--- src/rtl/aba_pkg.sv ---
package aba_pkg;

  // Field widths fixed by the interface
  localparam int unsigned DATA_W        = 32;
  localparam int unsigned DEPTH_FIELD_W = 7;
  // Header plus alignment padding stays below 128, so one extra bit holds the sum
  localparam int unsigned SUM_W         = DATA_W + 1;

  // Defaults for the top-level parameters
  localparam int unsigned DEF_MARK_DEPTH   = 64;
  localparam int unsigned DEF_ALIGN_BYTES  = 8;
  localparam int unsigned DEF_HEADER_BYTES = 8;

  // Arena capacity after reset
  localparam logic [DATA_W-1:0] ARENA_RESET = 32'd65536;

  // Request operation codes
  typedef enum logic [1:0] {
    FN_ALLOC = 2'd0,
    FN_PUSH  = 2'd1,
    FN_POP   = 2'd2,
    FN_CLEAR = 2'd3
  } func_e;

  // Result status codes
  typedef enum logic [1:0] {
    STAT_OK       = 2'd0,
    STAT_NOSPACE  = 2'd1,
    STAT_EMPTY    = 2'd2,
    STAT_OVERFLOW = 2'd3
  } status_e;

  // Control sequencer states
  typedef enum logic [1:0] {
    ST_IDLE  = 2'd0,
    ST_ALIGN = 2'd1,
    ST_POP   = 2'd2
  } state_e;

  typedef struct packed {
    func_e             func;
    logic [DATA_W-1:0] req_size;
  } in_req_t;

  typedef struct packed {
    status_e                  status;
    logic [DATA_W-1:0]        data_offset;
    logic [DATA_W-1:0]        used_bytes;
    logic [DEPTH_FIELD_W-1:0] mark_depth;
    logic [DATA_W-1:0]        overflow_count;
  } out_rsp_t;

endpackage

--- src/rtl/aba_mark_mem.sv ---
module aba_mark_mem #(
  parameter int unsigned DEPTH = aba_pkg::DEF_MARK_DEPTH,
  parameter int unsigned AW    = (DEPTH > 1) ? $clog2(DEPTH) : 1
) (
  input  logic                      clk_i,
  input  logic                      we_i,
  input  logic [AW-1:0]             waddr_i,
  input  logic [aba_pkg::DATA_W-1:0] wdata_i,
  input  logic                      re_i,
  input  logic [AW-1:0]             raddr_i,
  output logic [aba_pkg::DATA_W-1:0] rdata_o
);

  logic [aba_pkg::DATA_W-1:0] mem_q [DEPTH];
  logic [aba_pkg::DATA_W-1:0] rdata_q;

  // Write port
  always_ff @(posedge clk_i) begin
    if (we_i) begin
      mem_q[waddr_i] <= wdata_i;
    end
  end

  // Registered read port
  always_ff @(posedge clk_i) begin
    if (re_i) begin
      rdata_q <= mem_q[raddr_i];
    end
  end

  assign rdata_o = rdata_q;

endmodule

--- src/rtl/aba_align.sv ---
module aba_align #(
  parameter int unsigned ALIGN_BYTES = aba_pkg::DEF_ALIGN_BYTES
) (
  input  logic                       clk_i,
  input  logic                       rst_ni,
  input  logic                       start_i,
  input  logic [aba_pkg::SUM_W-1:0]  sum_i,
  output logic                       done_o,
  output logic [aba_pkg::SUM_W-1:0]  total_o
);

  // sum_i already carries header plus (align - 1); total = sum - (sum mod align)
  localparam int unsigned NDIG   = (aba_pkg::SUM_W + 7) / 8;
  localparam int unsigned PAD_W  = NDIG * 8;
  localparam int unsigned CNT_W  = $clog2(NDIG + 1);
  localparam int unsigned ACC_W  = $clog2(ALIGN_BYTES * 256 + 1);
  localparam bit          POW2   = ((ALIGN_BYTES & (ALIGN_BYTES - 1)) == 0);

  logic                      busy_q;
  logic                      done_q;
  logic [CNT_W-1:0]          cnt_q;
  logic [aba_pkg::SUM_W-1:0] s_q;
  logic [PAD_W-1:0]          sh_q;
  logic [ACC_W-1:0]          r_q;
  logic [ACC_W-1:0]          r_d;
  logic [aba_pkg::SUM_W-1:0] total_q;

  // One byte of remainder per step: r = (256 r + byte) mod align
  always_comb begin
    r_d = (r_q << 8) | ACC_W'(sh_q[PAD_W-1 -: 8]);
    for (int k = 7; k >= 0; k--) begin
      if (r_d >= (ACC_W'(ALIGN_BYTES) << k)) begin
        r_d = r_d - (ACC_W'(ALIGN_BYTES) << k);
      end
    end
  end

  // Control
  always_ff @(posedge clk_i or negedge rst_ni) begin
    if (!rst_ni) begin
      busy_q <= 1'b0;
      done_q <= 1'b0;
      cnt_q  <= '0;
    end else begin
      done_q <= 1'b0;
      if (start_i) begin
        busy_q <= 1'b1;
        cnt_q  <= '0;
      end else if (busy_q) begin
        if (POW2 || (cnt_q == CNT_W'(NDIG))) begin
          busy_q <= 1'b0;
          done_q <= 1'b1;
        end else begin
          cnt_q <= cnt_q + 1'b1;
        end
      end
    end
  end

  // Datapath
  always_ff @(posedge clk_i) begin
    if (start_i) begin
      s_q  <= sum_i;
      sh_q <= PAD_W'(sum_i);
      r_q  <= '0;
    end else if (busy_q) begin
      if (POW2) begin
        total_q <= s_q & ~aba_pkg::SUM_W'(ALIGN_BYTES - 1);
      end else if (cnt_q == CNT_W'(NDIG)) begin
        total_q <= s_q - aba_pkg::SUM_W'(r_q);
      end else begin
        r_q  <= r_d;
        sh_q <= sh_q << 8;
      end
    end
  end

  assign done_o  = done_q;
  assign total_o = total_q;

endmodule

--- src/rtl/arena_bump_allocator_with_marks_core.sv ---
// Bump allocator over a byte arena with a stack of saved fill marks held in a
// synchronous memory. One request is worked on at a time; its result lands in
// an output register, and the next request is taken no earlier than the cycle
// in which that result leaves, so a stalled result holds off new requests. Push,
// clear, and pop that only undoes a counted overflow or finds the stack empty
// load the result from idle. Pop that restores a mark waits for the registered
// mark read. Alloc masks the sum when ALIGN_BYTES is a power of two; otherwise
// the rounding remainder is found one byte of the 33-bit size sum per cycle.
// arena_size may be written only while no request is in flight.
module arena_bump_allocator_with_marks_core #(
  parameter int unsigned MARK_DEPTH   = aba_pkg::DEF_MARK_DEPTH,
  parameter int unsigned ALIGN_BYTES  = aba_pkg::DEF_ALIGN_BYTES,
  parameter int unsigned HEADER_BYTES = aba_pkg::DEF_HEADER_BYTES
) (
  input  logic                       clk_i,
  input  logic                       rst_ni,
  input  logic                       in_valid_i,
  output logic                       in_stall_o,
  input  aba_pkg::in_req_t           in_req_i,
  output logic                       out_valid_o,
  input  logic                       out_stall_i,
  output aba_pkg::out_rsp_t          out_rsp_o,
  input  logic                       cfg_we_i,
  input  logic [aba_pkg::DATA_W-1:0] cfg_wdata_i
);

  localparam int unsigned TOP_W = $clog2(MARK_DEPTH + 1);
  localparam int unsigned AW    = (MARK_DEPTH > 1) ? $clog2(MARK_DEPTH) : 1;
  localparam int unsigned CMP_W = aba_pkg::SUM_W + 1;

  aba_pkg::state_e            state_q, state_d;
  logic [aba_pkg::DATA_W-1:0] arena_q;
  logic [aba_pkg::DATA_W-1:0] fill_q, fill_d;
  logic [TOP_W-1:0]           top_q, top_d;
  logic [aba_pkg::DATA_W-1:0] excess_q, excess_d;
  logic                       out_valid_q, out_valid_d;
  aba_pkg::out_rsp_t          out_rsp_q, out_rsp_d;

  logic                       in_acc;
  logic                       load;
  aba_pkg::status_e           rsp_status;
  logic [aba_pkg::DATA_W-1:0] rsp_offset;
  logic [TOP_W-1:0]           top_m1;
  logic [CMP_W-1:0]           need;

  logic                       mem_we;
  logic                       mem_re;
  logic [aba_pkg::DATA_W-1:0] mem_rdata;

  logic                       al_start;
  logic                       al_done;
  logic [aba_pkg::SUM_W-1:0]  al_sum;
  logic [aba_pkg::SUM_W-1:0]  al_total;

  // Handshake
  assign in_stall_o  = (state_q != aba_pkg::ST_IDLE) || (out_valid_q && out_stall_i);
  assign in_acc      = in_valid_i && !in_stall_o;
  assign out_valid_o = out_valid_q;
  assign out_rsp_o   = out_rsp_q;

  assign top_m1 = top_q - 1'b1;
  assign al_sum = aba_pkg::SUM_W'(in_req_i.req_size)
                + aba_pkg::SUM_W'(HEADER_BYTES + ALIGN_BYTES - 1);
  assign need   = CMP_W'(fill_q) + CMP_W'(al_total);

  aba_align #(
    .ALIGN_BYTES(ALIGN_BYTES)
  ) u_align (
    .clk_i  (clk_i),
    .rst_ni (rst_ni),
    .start_i(al_start),
    .sum_i  (al_sum),
    .done_o (al_done),
    .total_o(al_total)
  );

  aba_mark_mem #(
    .DEPTH(MARK_DEPTH),
    .AW   (AW)
  ) u_mem (
    .clk_i  (clk_i),
    .we_i   (mem_we),
    .waddr_i(top_q[AW-1:0]),
    .wdata_i(fill_q),
    .re_i   (mem_re),
    .raddr_i(top_m1[AW-1:0]),
    .rdata_o(mem_rdata)
  );

  // Sequencer: next state, state updates and result
  always_comb begin
    state_d    = state_q;
    fill_d     = fill_q;
    top_d      = top_q;
    excess_d   = excess_q;
    load       = 1'b0;
    rsp_status = aba_pkg::STAT_OK;
    rsp_offset = '0;
    mem_we     = 1'b0;
    mem_re     = 1'b0;
    al_start   = 1'b0;

    unique case (state_q)
      aba_pkg::ST_IDLE: begin
        if (in_acc) begin
          unique case (in_req_i.func)
            aba_pkg::FN_ALLOC: begin
              al_start = 1'b1;
              state_d  = aba_pkg::ST_ALIGN;
            end
            aba_pkg::FN_PUSH: begin
              load = 1'b1;
              if (top_q != TOP_W'(MARK_DEPTH)) begin
                mem_we = 1'b1;
                top_d  = top_q + 1'b1;
              end else begin
                rsp_status = aba_pkg::STAT_OVERFLOW;
                if (excess_q != '1) begin
                  excess_d = excess_q + 1'b1;
                end
              end
            end
            aba_pkg::FN_POP: begin
              if (excess_q != '0) begin
                load     = 1'b1;
                excess_d = excess_q - 1'b1;
              end else if (top_q != '0) begin
                mem_re  = 1'b1;
                state_d = aba_pkg::ST_POP;
              end else begin
                load       = 1'b1;
                rsp_status = aba_pkg::STAT_EMPTY;
              end
            end
            aba_pkg::FN_CLEAR: begin
              load     = 1'b1;
              fill_d   = '0;
              top_d    = '0;
              excess_d = '0;
            end
            default: begin
              state_d = aba_pkg::ST_IDLE;
            end
          endcase
        end
      end
      aba_pkg::ST_ALIGN: begin
        if (al_done) begin
          load    = 1'b1;
          state_d = aba_pkg::ST_IDLE;
          if (need <= CMP_W'(arena_q)) begin
            rsp_offset = fill_q + aba_pkg::DATA_W'(HEADER_BYTES);
            fill_d     = need[aba_pkg::DATA_W-1:0];
          end else begin
            rsp_status = aba_pkg::STAT_NOSPACE;
          end
        end
      end
      aba_pkg::ST_POP: begin
        load    = 1'b1;
        fill_d  = mem_rdata;
        top_d   = top_m1;
        state_d = aba_pkg::ST_IDLE;
      end
      default: begin
        state_d = aba_pkg::ST_IDLE;
      end
    endcase
  end

  // Output register
  always_comb begin
    out_valid_d = out_valid_q && out_stall_i;
    out_rsp_d   = out_rsp_q;
    if (load) begin
      out_valid_d              = 1'b1;
      out_rsp_d.status         = rsp_status;
      out_rsp_d.data_offset    = rsp_offset;
      out_rsp_d.used_bytes     = fill_d;
      out_rsp_d.mark_depth     = aba_pkg::DEPTH_FIELD_W'(top_d);
      out_rsp_d.overflow_count = excess_d;
    end
  end

  // Control registers
  always_ff @(posedge clk_i or negedge rst_ni) begin
    if (!rst_ni) begin
      state_q     <= aba_pkg::ST_IDLE;
      arena_q     <= aba_pkg::ARENA_RESET;
      fill_q      <= '0;
      top_q       <= '0;
      excess_q    <= '0;
      out_valid_q <= 1'b0;
    end else begin
      state_q     <= state_d;
      fill_q      <= fill_d;
      top_q       <= top_d;
      excess_q    <= excess_d;
      out_valid_q <= out_valid_d;
      if (cfg_we_i) begin
        arena_q <= cfg_wdata_i;
      end
    end
  end

  // Result payload
  always_ff @(posedge clk_i) begin
    out_rsp_q <= out_rsp_d;
  end

  // Depth never exceeds the stack size
  assert property (@(posedge clk_i) disable iff (!rst_ni)
    top_q <= TOP_W'(MARK_DEPTH))
    else $error("mark depth beyond stack size");

  // Overflow pushes are only counted on a full stack
  assert property (@(posedge clk_i) disable iff (!rst_ni)
    excess_q != '0 |-> top_q == TOP_W'(MARK_DEPTH))
    else $error("overflow count with stack not full");

  // A mark restore removes exactly one entry
  assert property (@(posedge clk_i) disable iff (!rst_ni)
    state_q == aba_pkg::ST_POP |=> top_q == $past(top_q) - 1'b1)
    else $error("pop did not drop one mark");

  // The align unit reports only while an alloc waits on it
  assert property (@(posedge clk_i) disable iff (!rst_ni)
    al_done |-> state_q == aba_pkg::ST_ALIGN)
    else $error("align result outside alloc");

endmodule
--- config.mk ---
export PLATFORM = sky130hd
export DESIGN_NAME = arena_bump_allocator_with_marks_core
export DESIGN_NICKNAME = d
export VERILOG_FILES = /design/src/rtl/aba_pkg.sv /design/src/rtl/aba_mark_mem.sv /design/src/rtl/aba_align.sv /design/src/rtl/arena_bump_allocator_with_marks_core.sv
export SDC_FILE = /design/constraint.sdc
export NUM_CORES = 2
export LEC_CHECK = 0
export BUFFER_PORTS_ARGS = -buffer_cell sky130_fd_sc_hd__buf_2
export CORE_ASPECT_RATIO = 0.9
export CORE_MARGIN = 3
export CORE_UTILIZATION = 30
export DETAILED_ROUTE_END_ITERATION = 16
export GPL_TIMING_DRIVEN = 0
export PLACE_DENSITY = 0.47
export REMOVE_ABC_BUFFERS = 1
export SLEW_MARGIN = 20
export SYNTH_ARGS = -nofsm -noshare
export SYNTH_HDL_FRONTEND = slang
export SYNTH_SLANG_ARGS = --single-unit
--- constraint.sdc ---
create_clock -name clk_i -period 13.15 [get_ports clk_i]
set_clock_uncertainty 0.2 [all_clocks]
set_input_delay 0 -clock clk_i [delete_from_list [all_inputs] [get_ports clk_i]]
set_output_delay 0 -clock clk_i [all_outputs]
set_load 0.01 [all_outputs]
==> impl_metrics.yaml <==
run_status:
  status: "complete, no violations"
setup_path:
  cp.arrival_ps: 8090
  r2r_start: "fill_q[5]"
  max_stage_delay_ps: 830
  endpoint_kind: "flop"
  critical_path_buf_inv_count: 2
  cp.required_ps: 13520
  critical_path.max_fanout: 37
  crit_top_cell: "a21oi_1"
  reg2reg_to: "out_rsp_o[45]"
  start_kind: "flop"
  r2r_cells: 18
  critPathTopFamily: "compound AO/OA/AOI/OAI gates"
  cp_slowest_cell: "a211oi_1"
  cp_num_cells: 18
  crit_end: "out_rsp_o[45]"
  rrSetupSlack_ps: 5420
  cp-startpoint: "fill_q[5]"
  crit_path_cell_trace: "buf_12 > ha_1 > a211oi_1 > o211ai_1 > a21oi_1 > o2111a_1 > o31ai_1 > a21oi_1 > xor2_1 > inv_1 > ha_1 > nand4_1 > nor3_1 > a21oi_1 > o21ai_2 > and2_1 > nand2_1 > a211oi_1"
  path_class: "reg -> reg"
yosys:
  avgSynthCellArea_um2: 20.1
  synthCells: 4685
  synth-seq-area-share_pct: 74.4
  syn_area_mm2: 0.0942
  synth_flop_cell: "edfxtp_1"
  synth_edf_count: 2245
  yosys.cell_types.count: 93
  ys_ff_latch: 2353
  async_flop_share_pct: 4.59
  ys_warn_count: 0
worst_hold_path:
  hp-class: "in -> reg"
grt:
  grtUsageTotal_pct: 17.4
  antenna_found_initial: 19
  grt_max_degree: 76
  grt_pass1_vias: 50300
  grt_pass1_wl_um: 397000
  grt_overflow: 0
power:
  pwr_density_cell_mw_per_mm2: 213
  peakVddDrop_mv: 0.232
  p_leak_uw: 0.0373
placed_design:
  gp_congestion: 0.845
  portBuffers: 177
  dp.final_hpwl_um: 190000
  place_area_mm2: 0.106
drt:
  antenna_left: 0
  firstDrtPassIters: 5
  drc_errors: 0
  vias_per_cell: 5.16
  drt-wirelength-per-cell_um: 29.3
  drtIter0Drc: 5339
  vias: 49800
  finalWirelength_um: 283000
timing:
  setup_viol: 0
  tightestPinTransition_ps: 1180
  period_minus_slack_ps: 7730
  slew_violations: 0
  fin_tns_setup_ps: 0
  holdWs_ps: 7.91
  hold_violations: 0
  fmax_mhz: 129
  rsz0062_at_grt: "no"
  min_period_over_period_pct: 58.8
  relSlewSlack_pct: 20.8
clock_network:
  cts_sinks: 2353
  clock_path_buffers: 4
  cts_resized: 0
  cts_tree: "yes"
  cts-buffers-inserted: 240
  post_cts_buffers: 0
  worstSkewPairLatency_ps: 900
  clk_pin_slew_worst_paths_ps: 70
  cts-htree-levels: 4
  cts-root-buf: "clkbuf_16"
floorplan:
  io-pin-count: 178
  die-area_mm2: 0.321
  die_w_um: 597
  fp.dieH_um: 538
  rows: 194
  fp.coreArea_mm2: 0.311
  start_util_pct: 30.3
job:
  drv_cap: 0
layout:
  fillers: 28100
  fin_area_mm2: 0.116
  mostFrequentLayoutCells: "edfxtp_1 (2245), mux4_2 (640), nand2_1 (258)"
  drive_above_1_share_pct: 28.5
  layout_commonest_cell: "edfxtp_1"
  final_util_pct: 37.1
  nets: 5487
  areaGrowthSynthToFinish_pct: 22.7
## logic make-up (layout without fill, tap and decap cells)
family                   count (synthesis)  count (layout)  share of synthesized area, %
other                                    0               5                             0
adder cells (fa/ha/maj)                 72              72                         0.964
flip-flops                            2353            2353                          74.4
buffers and inverters                  325            1176                          1.43
multiplexers                           657             657                          15.5
XOR/XNOR                                85              85                         0.790
AO/OA/AOI/OAI                          446             446                          3.17
AND/OR/NAND/NOR                        747             747                          3.76
## cells in the mapped netlist (all sizes together) (35+ instances only)
library cell / n / share of area, %
mux4: 640 / 15
nor2: 208 / 0.83
nor3: 37 / 0.21
nand3: 56 / 0.30
xnor2: 50 / 0.46
inv: 72 / 0.29
a21oi: 60 / 0.32
clkbuf: 149 / 0.59
a31oi: 41 / 0.29
nand2: 261 / 1.0
o21ai: 117 / 0.63
dfrtp: 107 / 2.8
and2: 38 / 0.25
xor2: 35 / 0.33
a211oi: 70 / 0.56
buf: 103 / 0.54
ha: 71 / 0.94
edfxtp: 2245 / 72
## per-layer routing
layer	GRT usage, %	vias up	wire, µm
met5	0	-	226
li1	-	20800	-
met3	3.00	379	18800
met2	27.9	1702	134000
met1	24.6	26900	123000
met4	4.56	10	7380
## stage by stage
stage / worst slack (ps) / instances / total power [µW]
finish: 5420 / 9657 / 24600
global route: 5090 / 9654 / 25600
CTS: 5710 / 9652 / 24900
detailed placement: 5750 / 8987 / 18300
global placement: -48130 / 8726 / 16400
floorplan: -21440 / 4433 / 15800
## repair_timing
item / CTS / global route
hold endpoints to repair: 244 / 0
hold buffers: 231 / 0
endpoints found under the setup margin: 0 / 0
## how the worst min path moves through the flow
stage | startpoint | to | slack [ps] | cells after the start
after detailed placement | rst_ni | excess_q[23] | -290 | 1
after global placement | cfg_wdata_i[12] | arena_q[12] | 20 | 3
after floorplan | rst_ni | arena_q[0] | -500 | 0
after global routing | cfg_we_i | arena_q[15] | 20 | 3
after CTS | in_req_i[1] | u_align.s_q[5] | 80 | 5
final | cfg_we_i | arena_q[17] | 8 | 3
## worst register-to-register path, cell delays in order (launching register included)
cell,delay (ps)
dfrtp_4,670
buf_12,260
ha_1,270
a211oi_1,420
o211ai_1,220
a21oi_1,660
o2111a_1,370
o31ai_1,110
a21oi_1,180
xor2_1,230
inv_1,120
ha_1,440
nand4_1,130
nor3_1,650
a21oi_1,180
o21ai_2,200
and2_1,520
nand2_1,790
a211oi_1,840
## power breakdown
part	internal [µW]	switching, µW
clock network	3760	2850
logic	3990	5090
registers	8630	316
total	16400	8260
## sequential cells by signal, summed over array words and instances, names as in the netlist, 2 cells and up
signal and flops:
u_align.s_q 30, arena_q 32, top_q 7, state_q 2, out_rsp_o 105, fill_q 32, excess_q 32, u_align.total_o 30
u_mem.rdata_o 32, u_mem.mem_q 2048
## final cells by class
cell class / count / area, µm² / share of cell area (%)
repair buffers: 669 / 8980 / 7.77
inverters: 73 / 274 / 0.237
well taps: 4116 / 5150 / 4.45
multi-input cells: 2007 / 23500 / 20.3
flip-flops and latches: 2353 / 70200 / 60.8
diodes: 5 / 12.5 / 0.0108
clock inverters: 123 / 1040 / 0.903
clock buffers: 311 / 6420 / 5.55
Note: power is estimated with default switching activity, not from simulation.
